<file path="config.mk">
export PLATFORM = sky130hd
export DESIGN_NAME = dpc_front
export DESIGN_NICKNAME = d
export VERILOG_FILES = /design/src/hdl/dpc_pkg.sv /design/src/hdl/dpc_front.sv
export SDC_FILE = /design/constraint.sdc
export NUM_CORES = 1
export LEC_CHECK = 0
export BUFFER_PORTS_ARGS = -buffer_cell sky130_fd_sc_hd__buf_2
export CORE_AREA = 2 2 173 259
export CTS_BUF_LIST = sky130_fd_sc_hd__clkbuf_8
export CTS_CLUSTER_SIZE = 10
export DETAILED_ROUTE_END_ITERATION = 10
export DIE_AREA = 0 0 175 261
export PLACE_DENSITY = 0.77
export SYNTH_ARGS = -nofsm -noshare
export SYNTH_HDL_FRONTEND = slang
export SYNTH_SLANG_ARGS = --single-unit
</file>
<file path="constraint.sdc">
create_clock -name clk -period 0.9 [get_ports clk]
set_input_delay 0.045 -clock clk [delete_from_list [all_inputs] [get_ports clk]]
set_output_delay 0.045 -clock clk [all_outputs]
set_load 0.02 [all_outputs]
</file>
<file path="src/hdl/dpc_pkg.sv">
package dpc_pkg;

	typedef enum logic [2:0] {
		REG_PRINCIPAL_X  = 3'd0,
		REG_PRINCIPAL_Y  = 3'd1,
		REG_INV_FOCAL_X  = 3'd2,
		REG_INV_FOCAL_Y  = 3'd3,
		REG_INV_DEPTH_SC = 3'd4
	} dpc_reg_t;

	localparam int CFG_IDX_W  = 3;
	localparam int CFG_DATA_W = 32;

	localparam logic [31:0] POS_SAT = 32'h7FFF_FFFF;
	localparam logic [31:0] NEG_SAT = 32'h8000_0000;

	typedef struct packed {
		logic en_s2;
		logic en_s3;
		logic en_s4;
	} dpc_adv_t;

endpackage

</file>
<file path="src/hdl/dpc_front.sv">
module dpc_front #(
	parameter int MAX_COLUMNS = 4096,
	parameter int MAX_ROWS    = 4096
) (
	input  logic        clk,
	input  logic        arst_n,
	input  logic        en_s1,
	input  logic        in_valid,
	input  logic [15:0] depth_sample,
	input  logic [11:0] column,
	input  logic [11:0] row,
	input  logic [7:0]  blue,
	input  logic [7:0]  green,
	input  logic [7:0]  red,
	input  logic [15:0] principal_x_q4,
	input  logic [15:0] principal_y_q4,
	input  logic [31:0] inv_depth_scale,
	output logic        valid_s1,
	output logic [31:0] z_s1,
	output logic [15:0] mag_x_s1,
	output logic        neg_x_s1,
	output logic [15:0] mag_y_s1,
	output logic        neg_y_s1,
	output logic [7:0]  blue_s1,
	output logic [7:0]  green_s1,
	output logic [7:0]  red_s1
);
	import dpc_pkg::*;

	localparam logic [16:0] COL_LIMIT = 17'(MAX_COLUMNS);
	localparam logic [16:0] ROW_LIMIT = 17'(MAX_ROWS);

	logic [15:0] scaled_x;
	logic [15:0] scaled_y;
	logic        neg_x;
	logic        neg_y;
	logic [47:0] dprod;
	logic        keep;

	assign scaled_x = {column, 4'b0000};
	assign scaled_y = {row, 4'b0000};
	assign neg_x    = scaled_x < principal_x_q4;
	assign neg_y    = scaled_y < principal_y_q4;
	assign dprod    = {32'b0, depth_sample} * {16'b0, inv_depth_scale};
	assign keep     = in_valid && (depth_sample != 16'd0)
		&& ({5'b0, column} < COL_LIMIT) && ({5'b0, row} < ROW_LIMIT);

	always_ff @(posedge clk or negedge arst_n) begin
		if (!arst_n) begin
			valid_s1 <= 1'b0;
		end else if (en_s1) begin
			valid_s1 <= keep;
		end
	end

	always_ff @(posedge clk) begin
		if (en_s1) begin
			z_s1     <= dprod[47:16];
			neg_x_s1 <= neg_x;
			neg_y_s1 <= neg_y;
			mag_x_s1 <= neg_x ? (principal_x_q4 - scaled_x) : (scaled_x - principal_x_q4);
			mag_y_s1 <= neg_y ? (principal_y_q4 - scaled_y) : (scaled_y - principal_y_q4);
			blue_s1  <= blue;
			green_s1 <= green;
			red_s1   <= red;
		end
	end

endmodule

</file>
# --- Word level (Yosys, flattened, before mapping) ---
# Index checks and enable logic that the tools add are counted.
# W data, S select, Z words.
op_classes:
  add_sub_neg: 4
  mul: 1
  order_cmp: 2
  mux: 2
  reduce_logical: 2
op_table:
  columns: ["operator", "n"]
  rows:
  - ["$sub A16 B16 Y16", 4]
  - ["$mul A16 B32 Y48", 1]
  - ["$lt A16 B16 Y1", 2]
  - ["$mux W16", 2]
  - ["$reduce_bool A16 Y1", 1]
  - ["$logic_and A1 B1 Y1", 1]
totals:
  register_bits: 91
  input_bits: 132
  wordCells: 20

# --- Logic depth before layout (Yosys ltp) ---
depth:
  depth_word: 2
  mapped_depth: 24
  mapped_depth_nobuf: 22

# --- Least setup slack after synthesis ---
# No wires, ideal clock.
synth_path:
  kind: "input-to-reg"
  startpoint: "in inv_depth_scale[19]"
  endpoint: "reg z_s1[24] (data pin)"
  arrival_time_ps: 5400
  required_time_ps: 640
  path_slack_ps: -4760
  stages: 21
  n_path_buf: 2
  path_cell_list: "clkbuf_1 nand2_1 fa_1 fa_1 fa_1 inv_1 fa_1 fa_1 inv_1 fa_1 inv_1 ha_1 buf_6 a21o_1 o21bai_1 a41o_1 a311o_1 o211ai_2 a21oi_2 nor3_1 xnor2_1"
synth_via:
  elab_chain_len: 1
synth_lines:
  columns: ["item", "line", "source"]
  rows:
  - ["from (decl)", "dpc_front.sv:17", "input logic [31:0] inv_depth_scale,"]
  - ["$mul A16 B32 Y48", "dpc_front.sv:44", "assign dprod = {32'b0, depth_sample} * {16'b0, inv_depth_scale};"]
  - ["named net dprod[40]", "dpc_front.sv:37", "logic [47:0] dprod;"]
  - ["to (signal assigned)", "dpc_front.sv:58", "z_s1 <= dprod[47:16];"]
  - ["to (decl)", "dpc_front.sv:19", "output logic [31:0] z_s1,"]
# The timed path passes the listed nets, and every way through them passes these cells.
# A chain may end at the register's enable or synchronous reset.

# --- Worst setup path in the final report ---
layout_path:
  startpoint: "in depth_sample[6]"
  endpoint: "reg z_s1[31] (data pin)"
layout_via:
  elab_chain_len: 1
layout_lines:
  columns: ["item", "line", "source"]
  rows:
  - ["from (decl)", "dpc_front.sv:9", "input logic [15:0] depth_sample,"]
  - ["$mul A16 B32 Y48", "dpc_front.sv:44", null]
  - ["named net dprod[47]", "dpc_front.sv:37", null]
# The timed path passes the listed nets, and every way through them passes these cells.

==> results.yml <==
critical_path:
  critPathArrivalTime_ns: 5.88
  required_ns: 1.05
  cpPeakStageDelay_ns: 0.55
  startpoint_type: "primary input"
  slowest_stage: "fa_1"
  endpoint_kind: "flip-flop"
  worstSetupPathType: "primary input to flip-flop"
  cp_max_fo: 7
  crit_family: "adder cells"
  critical_path_buf_inv_count: 9
detailed_routing:
  drt-total-wl_mm: 71.73
  vias: 19348
  dr.pass1.iters: 5
  wl_per_cell_um: 20.42
  remaining_drc_errors: 0
  antenna_left: 0
  via_per_inst: 5.508
  first_iter_violations: 1121
global_routing:
  antenna_found_initial: 4
  grt_pass1_wl_mm: 107.3
  gr-total-overflow: 0
  grt_pass1_vias: 21611
  gr-usage-all-layers_pct: 30.26
  grt_start_max_net_pins: 22
clock_tree:
  cts_tree: "yes"
  cts_buffers: 9
  h-tree-depth: 3
  worstSkewPairLatency_ns: 0.38
  path_clk_slew_ns: 0.12
  cts_buffer_depth: 2
  cts.sinks: 91
  root_buffer: "clkbuf_8"
worst_hold_path:
  hold_path.class: "primary input to flip-flop"
die:
  die_w_um: 175
  core_region_area_um2: 43630
  rows: 94
  die_h_um: 261
  start_util_pct: 48.20
  die_area_um2: 45680
  io_pins: 223
sta:
  tns_ns: -180.72
  max_freq_ghz: 0.1745
  setup_viol: 156
  fin_skew_ns: 0
  post-route-period-util_pct: 636.9
  slew_viol_final: 0
  grt_setup_unrepaired: "yes"
  relSlewSlack_pct: 56.00
  finalHoldViolCount: 0
  period_minus_slack_ns: 5.732
  fin_ws_ns: -4.832
  max_slew.worst_pin.slew_ns: 0.6530
final_layout:
  final_cells: 3513
  drive_gt1_share_pct: 33.96
  area_growth_pct: 39.71
  layout.nets: 3645
logic_synthesis:
  synth-edff-count: 90
  postSynthAreaPerCell_um2: 9.124
  yosysSeqAreaShare_pct: 12.97
  synth_seq_cells: 91
  synth_nets: 3019
  synthArstFlopShare_pct: 1.099
  synth.distinct_cells: 62
  syn_inst: 2305
  syn_area_um2: 21030
  synth-main-ff-cell: "edfxtp_1"
  yosysWarnings: 0
run_status:
  violations: "negative setup slack"
  outcome: "finished, violations left"
placed_design:
  hpwlAfterDp_mm: 53.61
  portBuffers: 222
  gp_congestion: 1.001
  place_inst: 3399
job:
  maxCapViolCount: 0
[registers in the layout (all words and copies together), names as in the netlist]
signal / flops
z_s1: 32
mag_x_s1: 16
mag_y_s1: 16
blue_s1: 8
green_s1: 8
red_s1: 8
neg_x_s1: 1
neg_y_s1: 1
valid_s1: 1
[cell usage after synthesis, types with 17 or more instances]
library cell  instances  share of area, %
ha_1                163               9.7
nand2_1             355               6.3
a21oi_1              91               2.2
xnor2_1              39               1.6
o21ai_0              45               1.1
edfxtp_1             90                13
o21bai_1             17              0.61
nand3_1              17              0.40
inv_1               516               9.2
a21o_1               34               1.2
nor2_1               39              0.70
and2_1              215               6.4
xor2_1               18              0.75
fa_1                419                40
clkbuf_1             88               1.6
[worst min-delay path, cell delays in order]
cell	delay, ns
buf_2	0.09
buf_4	0.10
xor2_1	0.05
[metrics by stage]
| stage | setup slack (ns) | cell area, µm² | util (%) | hold slack, ns |
|---|---|---|---|---|
| floorplan | -4.598 | 21710 | - | -0.2506 |
| global placement | -5.156 | 26050 | 59.70 | -0.1735 |
| detailed placement | -5.280 | 26050 | 59.70 | -0.1757 |
| CTS | -4.567 | 28200 | 64.62 | 0.04197 |
| global route | -4.997 | 29380 | 67.33 | 0.04406 |
| finish | -4.832 | 29380 | 67.34 | 0.05962 |
[layout make-up]
type / instances / area (µm²)
tap: 576 / 720.7
inverter: 518 / 1984
clock buffer: 9 / 123.9
timing repair buffer: 710 / 6177
clock inverter: 7 / 81.33
antenna: 1 / 2.502
multi-input combinational: 1601 / 17560
fill: 3065 / 14250
sequential: 91 / 2728
[cell usage in the layout (no fill, tap or decap), types with 24 or more instances in the layout]
| master | count |
|---|---|
| buf_12 | 24 |
| buf_2 | 102 |
| a21oi_1 | 44 |
| ha_4 | 25 |
| nand2_1 | 347 |
| edfxtp_1 | 90 |
| buf_4 | 381 |
| nor2_1 | 29 |
| fa_2 | 26 |
| fa_1 | 393 |
| xnor2_1 | 31 |
| buf_6 | 155 |
| inv_2 | 30 |
| ha_1 | 134 |
| and2_4 | 30 |
| a21o_1 | 34 |
| and2_1 | 185 |
| dlygate4sd3_1 | 29 |
| a21oi_2 | 38 |
| inv_1 | 484 |
[routing by layer]
metal  part of all wire [%]  global-route usage [%]  vias to the layer above
li1                       -                       -                     8278
met5                  0.064                       0                        -
met4                     10                   24.12                        6
met1                     30                   27.63                     9611
met3                    6.4                   5.023                      454
met2                     53                   58.45                      999
[final timing paths]
path	startpoint	to	slack, ns	cells after the start
max	depth_sample[6]	z_s1[31]	-4.83	25
min	principal_y_q4[3]	mag_y_s1[3]	0.06	3
max reg2reg	valid_s1	valid_s1	-0.02	4
min reg2reg	valid_s1	valid_s1	0.84	4
max in group asynchronous	arst_n	valid_s1	0.29	3
min in group asynchronous	arst_n	valid_s1	0.51	3
[cells by family after synthesis]
logic type      count (synthesis)  share of synthesized area (%)
xor+xnor                       57                          2.374
fa+ha+maj                     582                          49.58
buf+inv                       613                          11.01
mux                             4                         0.1963
flops                          91                          12.97
compound gates                268                          8.175
simple gates                  690                          15.69
[what timing repair did]
item / in CTS / in global routing
gates resized for setup: 338 / 261
gates cloned: 1 / 1
endpoints found under the hold margin: 28 / 0
setup endpoints to repair: 156 / 156
setup buffers: 44 / 38
hold buffers: 29 / 0
pin swaps: 103 / 119
Power is left out: the tool's default activity adds up to more than one toggle a clock period on the data nets, which glitch-free logic cannot reach.
